### config.mk
export PLATFORM = sky130hd
export DESIGN_NAME = bspline_basis_eval
export DESIGN_NICKNAME = d
export VERILOG_FILES = /design/src/bsb_pkg.sv /design/src/bsb_knot_ram.sv /design/src/bsb_div.sv /design/src/bspline_basis_eval.sv
export SDC_FILE = /design/constraint.sdc
export NUM_CORES = 2
export LEC_CHECK = 0
export BUFFER_PORTS_ARGS = -buffer_cell sky130_fd_sc_hd__buf_2
export CORE_MARGIN = 2
export CORE_UTILIZATION = 39
export DETAILED_ROUTE_END_ITERATION = 7
export SLEW_MARGIN = 20
export SYNTH_ARGS = -nofsm -noshare
export SYNTH_HDL_FRONTEND = slang
export SYNTH_HIERARCHICAL = 1
export SYNTH_SLANG_ARGS = --single-unit
### constraint.sdc
create_clock -name clk -period 10.8 [get_ports clk]
set_input_delay 0.54 -clock clk [delete_from_list [all_inputs] [get_ports clk]]
set_output_delay 0.54 -clock clk [all_outputs]
set_load 0.02 [all_outputs]
### src/bsb_pkg.sv
// ----------------------------------------------------------------------------
// bsb_pkg
// Shared types and constants of the B-spline basis evaluator.
// ----------------------------------------------------------------------------
package bsb_pkg;

  localparam logic FUNC_WRITE = 1'b0;
  localparam logic FUNC_EVAL  = 1'b1;

  localparam logic [16:0] ONE_Q16     = 17'd65536;
  localparam logic [15:0] ONE_Q12     = 16'd4096;
  localparam logic [3:0]  ORDER_RESET = 4'd4;

  typedef struct packed {
    logic        func;
    logic [4:0]  index;
    logic [15:0] value;
  } bsb_in_t;

  typedef struct packed {
    logic [16:0] basis_value;
    logic        range_error;
  } bsb_out_t;

  typedef enum logic [7:0] {
    ST_IDLE = 8'b0000_0001,
    ST_STEP = 8'b0000_0010,
    ST_READ = 8'b0000_0100,
    ST_DIV1 = 8'b0000_1000,
    ST_DIV2 = 8'b0001_0000,
    ST_MUL  = 8'b0010_0000,
    ST_SUM  = 8'b0100_0000,
    ST_FIN  = 8'b1000_0000
  } bsb_state_t;

endpackage

### src/bsb_knot_ram.sv
// ----------------------------------------------------------------------------
// bsb_knot_ram
// Knot store: one write port, one read port with registered read data.
// ----------------------------------------------------------------------------
module bsb_knot_ram #(
  parameter int DEPTH = 32,
  parameter int AW    = 5
) (
  input  logic          clk,
  input  logic          we,
  input  logic [AW-1:0] waddr,
  input  logic [15:0]   wdata,
  input  logic [AW-1:0] raddr,
  output logic [15:0]   rdata
);

  logic [15:0] mem_r [DEPTH];
  logic [15:0] rdata_r;

  always_ff @(posedge clk) begin
    if (we) begin
      mem_r[waddr] <= wdata;
    end
    rdata_r <= mem_r[raddr];
  end

  assign rdata = rdata_r;

endmodule

### src/bsb_div.sv
// ----------------------------------------------------------------------------
// bsb_div
// Unsigned restoring divider, 32-bit dividend by 16-bit divisor, one bit a cycle.
// ----------------------------------------------------------------------------
module bsb_div (
  input  logic        clk,
  input  logic        rst_n,
  input  logic        start,
  input  logic [31:0] dividend,
  input  logic [15:0] divisor,
  output logic        busy,
  output logic        done,
  output logic [31:0] quotient
);

  logic [4:0]  cnt_r,  cnt_nxt;
  logic        busy_r, busy_nxt;
  logic        done_r, done_nxt;
  logic [15:0] rem_r,  rem_nxt;
  logic [31:0] quo_r,  quo_nxt;
  logic [15:0] dvs_r,  dvs_nxt;
  logic [16:0] shifted;
  logic        fits;

  assign shifted = {rem_r, quo_r[31]};
  assign fits    = shifted >= {1'b0, dvs_r};

  always_comb begin
    cnt_nxt  = cnt_r;
    busy_nxt = busy_r;
    done_nxt = 1'b0;
    rem_nxt  = rem_r;
    quo_nxt  = quo_r;
    dvs_nxt  = dvs_r;
    if (start && !busy_r) begin
      cnt_nxt  = 5'd31;
      busy_nxt = 1'b1;
      rem_nxt  = 16'd0;
      quo_nxt  = dividend;
      dvs_nxt  = divisor;
    end else if (busy_r) begin
      rem_nxt = fits ? 16'(shifted - {1'b0, dvs_r}) : shifted[15:0];
      quo_nxt = {quo_r[30:0], fits};
      cnt_nxt = cnt_r - 5'd1;
      if (cnt_r == 5'd0) begin
        busy_nxt = 1'b0;
        done_nxt = 1'b1;
      end
    end
  end

  always_ff @(posedge clk) begin
    if (!rst_n) begin
      busy_r <= 1'b0;
      done_r <= 1'b0;
    end else begin
      busy_r <= busy_nxt;
      done_r <= done_nxt;
    end
    cnt_r <= cnt_nxt;
    rem_r <= rem_nxt;
    quo_r <= quo_nxt;
    dvs_r <= dvs_nxt;
  end

  assign busy     = busy_r;
  assign done     = done_r;
  assign quotient = quo_r;

endmodule

### src/bspline_basis_eval.sv
// ----------------------------------------------------------------------------
// bspline_basis_eval
// Cox-de Boor B-spline basis evaluator over a stored knot vector.
//
// Requests enter on in_data when start is high and busy is low. A write
// request (func 0) stores one knot in the knot RAM and gives no result. An
// evaluate request (func 1) gives one result on out_data, marked by a
// one-cycle out_valid strobe; the receiver cannot stall and must take it.
// The order register is written on the cfg channel (cfg_valid/cfg_ready)
// while the block is idle.
// An out-of-range evaluate answers in the next cycle with range_error set.
// Otherwise the block steps through a triangle of order levels, each level
// MAX_ORDER+1 slots. An active term takes a step, knot reads from the RAM's
// single read port, two divisions on the shared divider, a multiply and a
// sum. An active order-one slot takes a step and the knot reads, and an
// idle slot only a step. The next request is taken in the cycle of the
// result strobe.
// Reset clears the sequencer, the result strobe and sets the order to 4;
// the knot RAM holds no defined contents until written.
// ----------------------------------------------------------------------------
module bspline_basis_eval #(
  parameter int KNOT_SLOTS = 32,
  parameter int MAX_ORDER  = 8
) (
  input  logic             clk,
  input  logic             rst_n,
  input  logic             start,
  output logic             busy,
  input  bsb_pkg::bsb_in_t in_data,
  output logic             out_valid,
  output bsb_pkg::bsb_out_t out_data,
  input  logic             cfg_valid,
  output logic             cfg_ready,
  input  logic [3:0]       cfg_data
);

  localparam int AW = (KNOT_SLOTS > 1) ? $clog2(KNOT_SLOTS) : 1;
  localparam int LV = MAX_ORDER + 1;
  localparam int JW = $clog2(LV);
  localparam int MW = $clog2(MAX_ORDER + 1);
  localparam int EW = 10;

  bsb_pkg::bsb_state_t state_r, state_nxt;
  logic [3:0]    order_r;
  logic [MW-1:0] k_r, m_r;
  logic [JW-1:0] j_r;
  logic [4:0]    idx_r;
  logic [15:0]   u_r;
  logic [2:0]    rcnt_r;
  logic [15:0]   t_r [4];
  logic          neg1_r, neg2_r;
  logic [31:0]   q1_r;
  logic [32:0]   p1_r, p2_r;
  logic [16:0]   lv_r [LV];
  logic          out_valid_r;
  bsb_pkg::bsb_out_t out_r;

  logic          accept;
  logic [EW-1:0] kc, base, addr_ext, active_sum;
  logic          range_bad, active, last_slot;
  logic [16:0]   newv;
  logic          advance;

  logic          ram_we;
  logic [15:0]   ram_rdata;

  logic          div_start, div_busy, div_done, div_sel1;
  logic [31:0]   div_q;
  logic [16:0]   n17, d17;
  logic          dz;
  logic [15:0]   nmag, dmag;
  logic          neg_cur;

  logic [48:0]   prod1, prod2;
  logic [34:0]   term1, term2, ssum;

  assign accept    = start && !busy;
  assign busy      = (state_r != bsb_pkg::ST_IDLE);
  assign cfg_ready = (state_r == bsb_pkg::ST_IDLE);

  always_comb begin
    if (order_r == 4'd0) begin
      kc = EW'(1);
    end else if (EW'(order_r) > EW'(MAX_ORDER)) begin
      kc = EW'(MAX_ORDER);
    end else begin
      kc = EW'(order_r);
    end
  end

  assign range_bad  = (EW'(in_data.index) + kc) > EW'(KNOT_SLOTS - 1);
  assign base       = EW'(idx_r) + EW'(j_r);
  assign active_sum = EW'(j_r) + EW'(m_r);
  assign active     = active_sum <= EW'(k_r);
  assign last_slot  = (j_r == JW'(LV - 1));

  always_comb begin
    case (rcnt_r)
      3'd0:    addr_ext = base;
      3'd1:    addr_ext = base + EW'(1);
      3'd2:    addr_ext = base + EW'(m_r) - EW'(1);
      default: addr_ext = base + EW'(m_r);
    endcase
  end

  assign ram_we = accept && (in_data.func == bsb_pkg::FUNC_WRITE)
                  && (EW'(in_data.index) < EW'(KNOT_SLOTS));

  bsb_knot_ram #(.DEPTH(KNOT_SLOTS), .AW(AW)) u_ram (
    .clk   (clk),
    .we    (ram_we),
    .waddr (in_data.index[AW-1:0]),
    .wdata (in_data.value),
    .raddr (addr_ext[AW-1:0]),
    .rdata (ram_rdata)
  );

  assign div_sel1 = (state_r == bsb_pkg::ST_READ);
  assign n17 = div_sel1 ? ({1'b0, u_r} - {1'b0, t_r[0]}) : ({1'b0, t_r[3]} - {1'b0, u_r});
  assign d17 = div_sel1 ? ({1'b0, t_r[2]} - {1'b0, t_r[0]})
                        : ({1'b0, t_r[3]} - {1'b0, t_r[1]});
  assign dz      = (d17 == 17'd0);
  assign nmag    = n17[16] ? 16'(-n17) : n17[15:0];
  assign dmag    = dz ? bsb_pkg::ONE_Q12 : (d17[16] ? 16'(-d17) : d17[15:0]);
  assign neg_cur = n17[16] ^ (d17[16] && !dz);

  assign div_start = ((state_r == bsb_pkg::ST_READ) && (rcnt_r == 3'd5) && (m_r != MW'(1)))
                     || ((state_r == bsb_pkg::ST_DIV1) && div_done);

  bsb_div u_div (
    .clk      (clk),
    .rst_n    (rst_n),
    .start    (div_start),
    .dividend ({nmag, 16'd0}),
    .divisor  (dmag),
    .busy     (div_busy),
    .done     (div_done),
    .quotient (div_q)
  );

  assign prod1 = 49'(q1_r) * 49'(lv_r[0]);
  assign prod2 = 49'(div_q) * 49'(lv_r[1]);
  assign term1 = neg1_r ? 35'(-{2'b00, p1_r}) : {2'b00, p1_r};
  assign term2 = neg2_r ? 35'(-{2'b00, p2_r}) : {2'b00, p2_r};
  assign ssum  = term1 + term2;

  always_comb begin
    state_nxt = state_r;
    advance   = 1'b0;
    newv      = 17'd0;
    case (state_r)
      bsb_pkg::ST_IDLE: begin
        if (accept && (in_data.func == bsb_pkg::FUNC_EVAL) && !range_bad) begin
          state_nxt = bsb_pkg::ST_STEP;
        end
      end
      bsb_pkg::ST_STEP: begin
        if (active) begin
          state_nxt = bsb_pkg::ST_READ;
        end else begin
          newv    = (m_r == MW'(1)) ? 17'd0 : lv_r[0];
          advance = 1'b1;
        end
      end
      bsb_pkg::ST_READ: begin
        if (rcnt_r == 3'd5) begin
          if (m_r == MW'(1)) begin
            newv    = ((u_r >= t_r[0]) && (u_r < t_r[1])) ? bsb_pkg::ONE_Q16 : 17'd0;
            advance = 1'b1;
          end else begin
            state_nxt = bsb_pkg::ST_DIV1;
          end
        end
      end
      bsb_pkg::ST_DIV1: begin
        if (div_done) begin
          state_nxt = bsb_pkg::ST_DIV2;
        end
      end
      bsb_pkg::ST_DIV2: begin
        if (div_done) begin
          state_nxt = bsb_pkg::ST_MUL;
        end
      end
      bsb_pkg::ST_MUL: begin
        state_nxt = bsb_pkg::ST_SUM;
      end
      bsb_pkg::ST_SUM: begin
        if (ssum[34]) begin
          newv = 17'd0;
        end else if (ssum > 35'(bsb_pkg::ONE_Q16)) begin
          newv = bsb_pkg::ONE_Q16;
        end else begin
          newv = ssum[16:0];
        end
        advance = 1'b1;
      end
      bsb_pkg::ST_FIN: begin
        state_nxt = bsb_pkg::ST_IDLE;
      end
      default: begin
        state_nxt = bsb_pkg::ST_IDLE;
      end
    endcase
    if (advance) begin
      if (last_slot && (m_r == k_r)) begin
        state_nxt = bsb_pkg::ST_FIN;
      end else begin
        state_nxt = bsb_pkg::ST_STEP;
      end
    end
  end

  always_ff @(posedge clk) begin
    if (!rst_n) begin
      state_r     <= bsb_pkg::ST_IDLE;
      order_r     <= bsb_pkg::ORDER_RESET;
      out_valid_r <= 1'b0;
    end else begin
      state_r     <= state_nxt;
      out_valid_r <= 1'b0;
      if (cfg_valid && cfg_ready) begin
        order_r <= cfg_data;
      end
      if (accept && (in_data.func == bsb_pkg::FUNC_EVAL) && range_bad) begin
        out_valid_r <= 1'b1;
      end
      if (state_r == bsb_pkg::ST_FIN) begin
        out_valid_r <= 1'b1;
      end
    end

    if (accept) begin
      idx_r <= in_data.index;
      u_r   <= in_data.value;
      k_r   <= MW'(kc);
      m_r   <= MW'(1);
      j_r   <= '0;
      out_r.basis_value <= 17'd0;
      out_r.range_error <= 1'b1;
    end
    if (state_r == bsb_pkg::ST_FIN) begin
      out_r.basis_value <= lv_r[0];
      out_r.range_error <= 1'b0;
    end

    if (state_r == bsb_pkg::ST_READ) begin
      rcnt_r <= rcnt_r + 3'd1;
      if (rcnt_r != 3'd0 && rcnt_r != 3'd5) begin
        t_r[rcnt_r[1:0] - 2'd1] <= ram_rdata;
      end
    end else begin
      rcnt_r <= 3'd0;
    end

    if (div_start) begin
      if (div_sel1) begin
        neg1_r <= neg_cur;
      end else begin
        neg2_r <= neg_cur;
      end
    end
    if ((state_r == bsb_pkg::ST_DIV1) && div_done) begin
      q1_r <= div_q;
    end
    if (state_r == bsb_pkg::ST_MUL) begin
      p1_r <= prod1[48:16];
      p2_r <= prod2[48:16];
    end

    if (advance) begin
      for (int i = 0; i < LV - 1; i++) begin
        lv_r[i] <= lv_r[i+1];
      end
      lv_r[LV-1] <= newv;
      if (last_slot) begin
        j_r <= '0;
        m_r <= m_r + MW'(1);
      end else begin
        j_r <= j_r + JW'(1);
      end
    end
  end

  assign out_valid = out_valid_r;
  assign out_data  = out_r;

`ifndef SYNTHESIS
  a_err_zero: assert property (@(posedge clk) disable iff (!rst_n)
    (out_valid && out_data.range_error) |-> (out_data.basis_value == 17'd0))
    else $error("range error result carries a nonzero value");

  a_val_unit: assert property (@(posedge clk) disable iff (!rst_n)
    out_valid |-> (out_data.basis_value <= bsb_pkg::ONE_Q16))
    else $error("basis value above one");

  a_mul_order: assert property (@(posedge clk) disable iff (!rst_n)
    (state_r == bsb_pkg::ST_MUL) |-> (m_r > MW'(1)))
    else $error("multiply step at order one");

  a_div_idle: assert property (@(posedge clk) disable iff (!rst_n)
    (state_r == bsb_pkg::ST_IDLE) |-> !div_busy)
    else $error("divider running while idle");
`endif

endmodule

==> results.md <==
* Cells after Synth at 7099
* Setup repair after global routing missed its margin: false
* Endpoints failing hold at 0
* Run status: complete, no violations
* Fmax at 122 MHz
* VDD IR-drop max at 0.201 mV
* Routed WL per cell at 20.6 um
* Iteration-0 DRC Markers at 3597
* Top routing layer in use: met5
* Min Tclk post-route at 8.22 ns
* Fin crit share at 76.1%
* Initial Util at 39.1%
* Worst clock skew at 0.0722 ns
* Seq cells post-synth at 983
* Skew-Pair Late Insertion Delay at 0.78 ns
* Hold WC Path Type: in -> reg
* Leakage Power at 0.0364 uW
* Fillers at 18776
* Worst-Margin Slew at 1.14 ns
* CTS root buf: clkbuf_16
* Main synth FF type: edfxtp_1
* Setup-failing EPs final at 0
* Setup crit end kind: register
* Clock Path Buffers at 3
* DR DRC count at 0
* First-pass GRT wire length at 317000 um
* Via density per instance at 5.24
* Max-cap violations at 0
* Required time worst endpoint at 11.38 ns
* DR vias at 51373
* Largest net degree at the start of global routing at 148
* Largest stage delay on the critical path at 0.88 ns
* Row count at 164
* Final Util at 42.5%
* CTS tree: yes
* Cell variety after synth at 93
* Core Box Area at 0.199 mm^2
* Multi-input logic area at 0.0430 mm^2
* TritonCTS Buffers at 108
* Crit path max-delay family: adder cells
* Total detailed-routing wirelength at 202000 um
* CTS clock-pin slew for the worst setup and hold paths at 0.06 ns
* IO buf count at 50
* Die Width at 451 um
* Crit path launch type: register
* Kind of critical path: reg -> reg
* Reg-to-reg slack, setup at 2.58 ns
* Met3 WL at 12100 um
* GPL Wtd Cong at 0.887
* # resized after CTS at 0
* WP data arrival at 8.80 ns
* WL met1 at 84700 um
* Detailed Routing Iterations Pass 1 at 6
* Layout Nets at 8384
* CP dominant cell by count: fa_1
* Share of the yosys chip area belonging to registers at 37.1%
* Synth Warn # at 6
* Buf/Inv on CP at 6
* HPWL after DPL at 141000 um
* H-tree levels at 3
* Pwr Density at 206 mW/mm^2
* Met2 routed WL at 98900 um
* Antenna viol nets, final at 0
* Total negative slack at 0 ns
* Final Max Slew Viols at 0
* Vias in the first global route at 54559
* GRT Resource Usage Total at 20.0%
* GRT overflow at 0
* Clock Sinks at 983
* Slew margin rel. at 23.7%
* Asr flop ratio synth at 0%
* Critical-path maximum fanout at 19
* Die height at 451 um
* I/O pins at 51
* Layout cells sized above 1 at 5.74%
* Sequential cell area at 0.0289 mm^2
* Initial antenna violation count at 10
* Area Growth Syn to Fin at 8.53%
* EDFF count, synth at 923
* Mapped Area at 0.0779 mm^2
* Synth Area per Inst at 11.0 um^2
* Slowest CP cell: edfxtp_1
* Total Die Area at 0.203 mm^2
* Total Power at 17400 uW
cell families after synthesis:
family | share of synthesized area [%]
xor+xnor | 2.98
fa+ha+maj | 29.7
buf+inv | 7.97
other cells | 0.00481
simple gates | 11.4
mux | 4.06
compound gates | 6.82
flops | 37.1
power breakdown:
group,switching [uW],leakage [uW],internal (uW)
sequential,116,0.00881,4680
clock,1600,0.00174,2160
combinational,5480,0.0258,3400
total,7200,0.0364,10200
sequential cells by signal, summed over array words and instances (netlist names), 18 cells and up:
signal          cells
out_data           18
q1_r               32
u_ram/mem_r       512
p1_r               33
u_div/quotient     32
p2_r               33
lv_r              153
t_r                64
layout make-up:
type                            instances  share of cell area (%)
Sequential cell                       983                    34.2
Clock buffer                          141                    3.40
Timing Repair Buffer                  152                    1.28
Inverter                             1237                    5.49
Multi-Input combinational cell       4564                    50.8
Antenna cell                            5                  0.0148
Tap cell                             2656                    3.93
Clock inverter                         60                   0.892
timing repair:
action                                 4_1_cts  5_1_grt
endpoints found under the hold margin        4        0
hold buffers                                 6        0
setup buffers                                0        0
placed cells by master (no fill, tap or decap), drive strengths merged, types with 25 or more instances in the layout:
master	n
nor2	156
dfxtp	60
and2	350
nand2	964
mux2i	277
clkbuf	141
a21oi	213
mux2	35
o21a	25
a22oi	67
edfxtp	923
a22o	35
xor2	68
buf	146
a31oi	47
fa	903
clkinv	44
o31ai	27
nor2b	30
nand3	96
and3	26
nand2b	38
xnor2	197
nand4	42
ha	405
a211oi	26
o21ai	126
inv	1237
nor3	64
a21o	75
path summary, 6_finish.rpt:
path | start | end | cells after the start
min reg2reg | lv_r[0][94]$_DFFE_PP_ | lv_r[0][77]$_DFFE_PP_ | 0
min | cfg_valid | order_r[0]$_SDFFE_PN0P_ | 3
max | lv_r[0][19]$_DFFE_PP_ | p2_r[27]$_DFFE_PN_ | 25
max reg2reg | lv_r[0][19]$_DFFE_PP_ | p2_r[27]$_DFFE_PN_ | 25
worst register-to-register path: stages, from the launching register on:
cell,delay [ns]
edfxtp_1,0.88
buf_4,0.39
nand2_1,0.11
fa_1,0.58
inv_1,0.05
fa_1,0.53
inv_1,0.05
fa_1,0.50
inv_1,0.06
fa_1,0.49
fa_1,0.50
inv_1,0.05
fa_1,0.47
inv_1,0.04
ha_1,0.32
o21a_1,0.21
a211oi_1,0.24
o21ba_2,0.16
o211ai_1,0.10
o21a_1,0.29
a31o_2,0.33
a31oi_1,0.43
o21ai_0,0.21
a21oi_1,0.34
or4b_2,0.62
nand4_1,0.11
metal layers:
layer  GRT usage, %  vias to the layer above
li1               -                    23094
met1           26.3                    26370
met2           34.3                     1567
met3           3.01                      340
met4           5.87                        2
met5              0                        -
synthesized netlist by cell type, types with 14 or more instances:
cell,instances,share of area (%)
nand3_1,96,0.62
inv_1,1235,5.9
nor4_1,15,0.12
mux2_2,35,0.51
o21ai_0,120,0.77
nand4_1,42,0.34
and3_1,26,0.21
o31ai_1,25,0.24
nand2b_1,38,0.30
xnor2_1,197,2.2
nor2_1,154,0.74
buf_2,24,0.15
a22oi_1,67,0.65
a21o_1,75,0.72
clkbuf_1,261,1.3
xor2_1,68,0.76
ha_1,405,6.5
and2_1,348,2.8
nor3_1,64,0.41
or3_1,22,0.18
buf_4,19,0.18
fa_1,903,23
nor2b_1,30,0.24
a31oi_1,46,0.37
o21bai_1,15,0.14
a21oi_1,211,1.4
nand2_1,964,4.6
o21a_1,25,0.24
dfxtp_1,60,1.5
edfxtp_1,923,36
nor3b_1,14,0.13
mux2i_1,277,3.6
a211oi_1,26,0.25
a22o_1,35,0.39
per-stage QoR:
step / cell area [um^2] / hold WS, ns / instances / worst slack, ns
final: 84600 / 0.0724 / 9798 / 2.58
after detailed placement: 80900 / 0.405 / 9584 / 2.62
after global routing: 84600 / 0.0543 / 9793 / 2.28
after global placement: 80800 / 0.402 / 9584 / 2.66
after CTS: 84500 / 0.0136 / 9791 / 2.56
after floorplan: 78000 / 0.400 / 7114 / 2.55
Note: power is estimated with default switching activity, not from simulation.
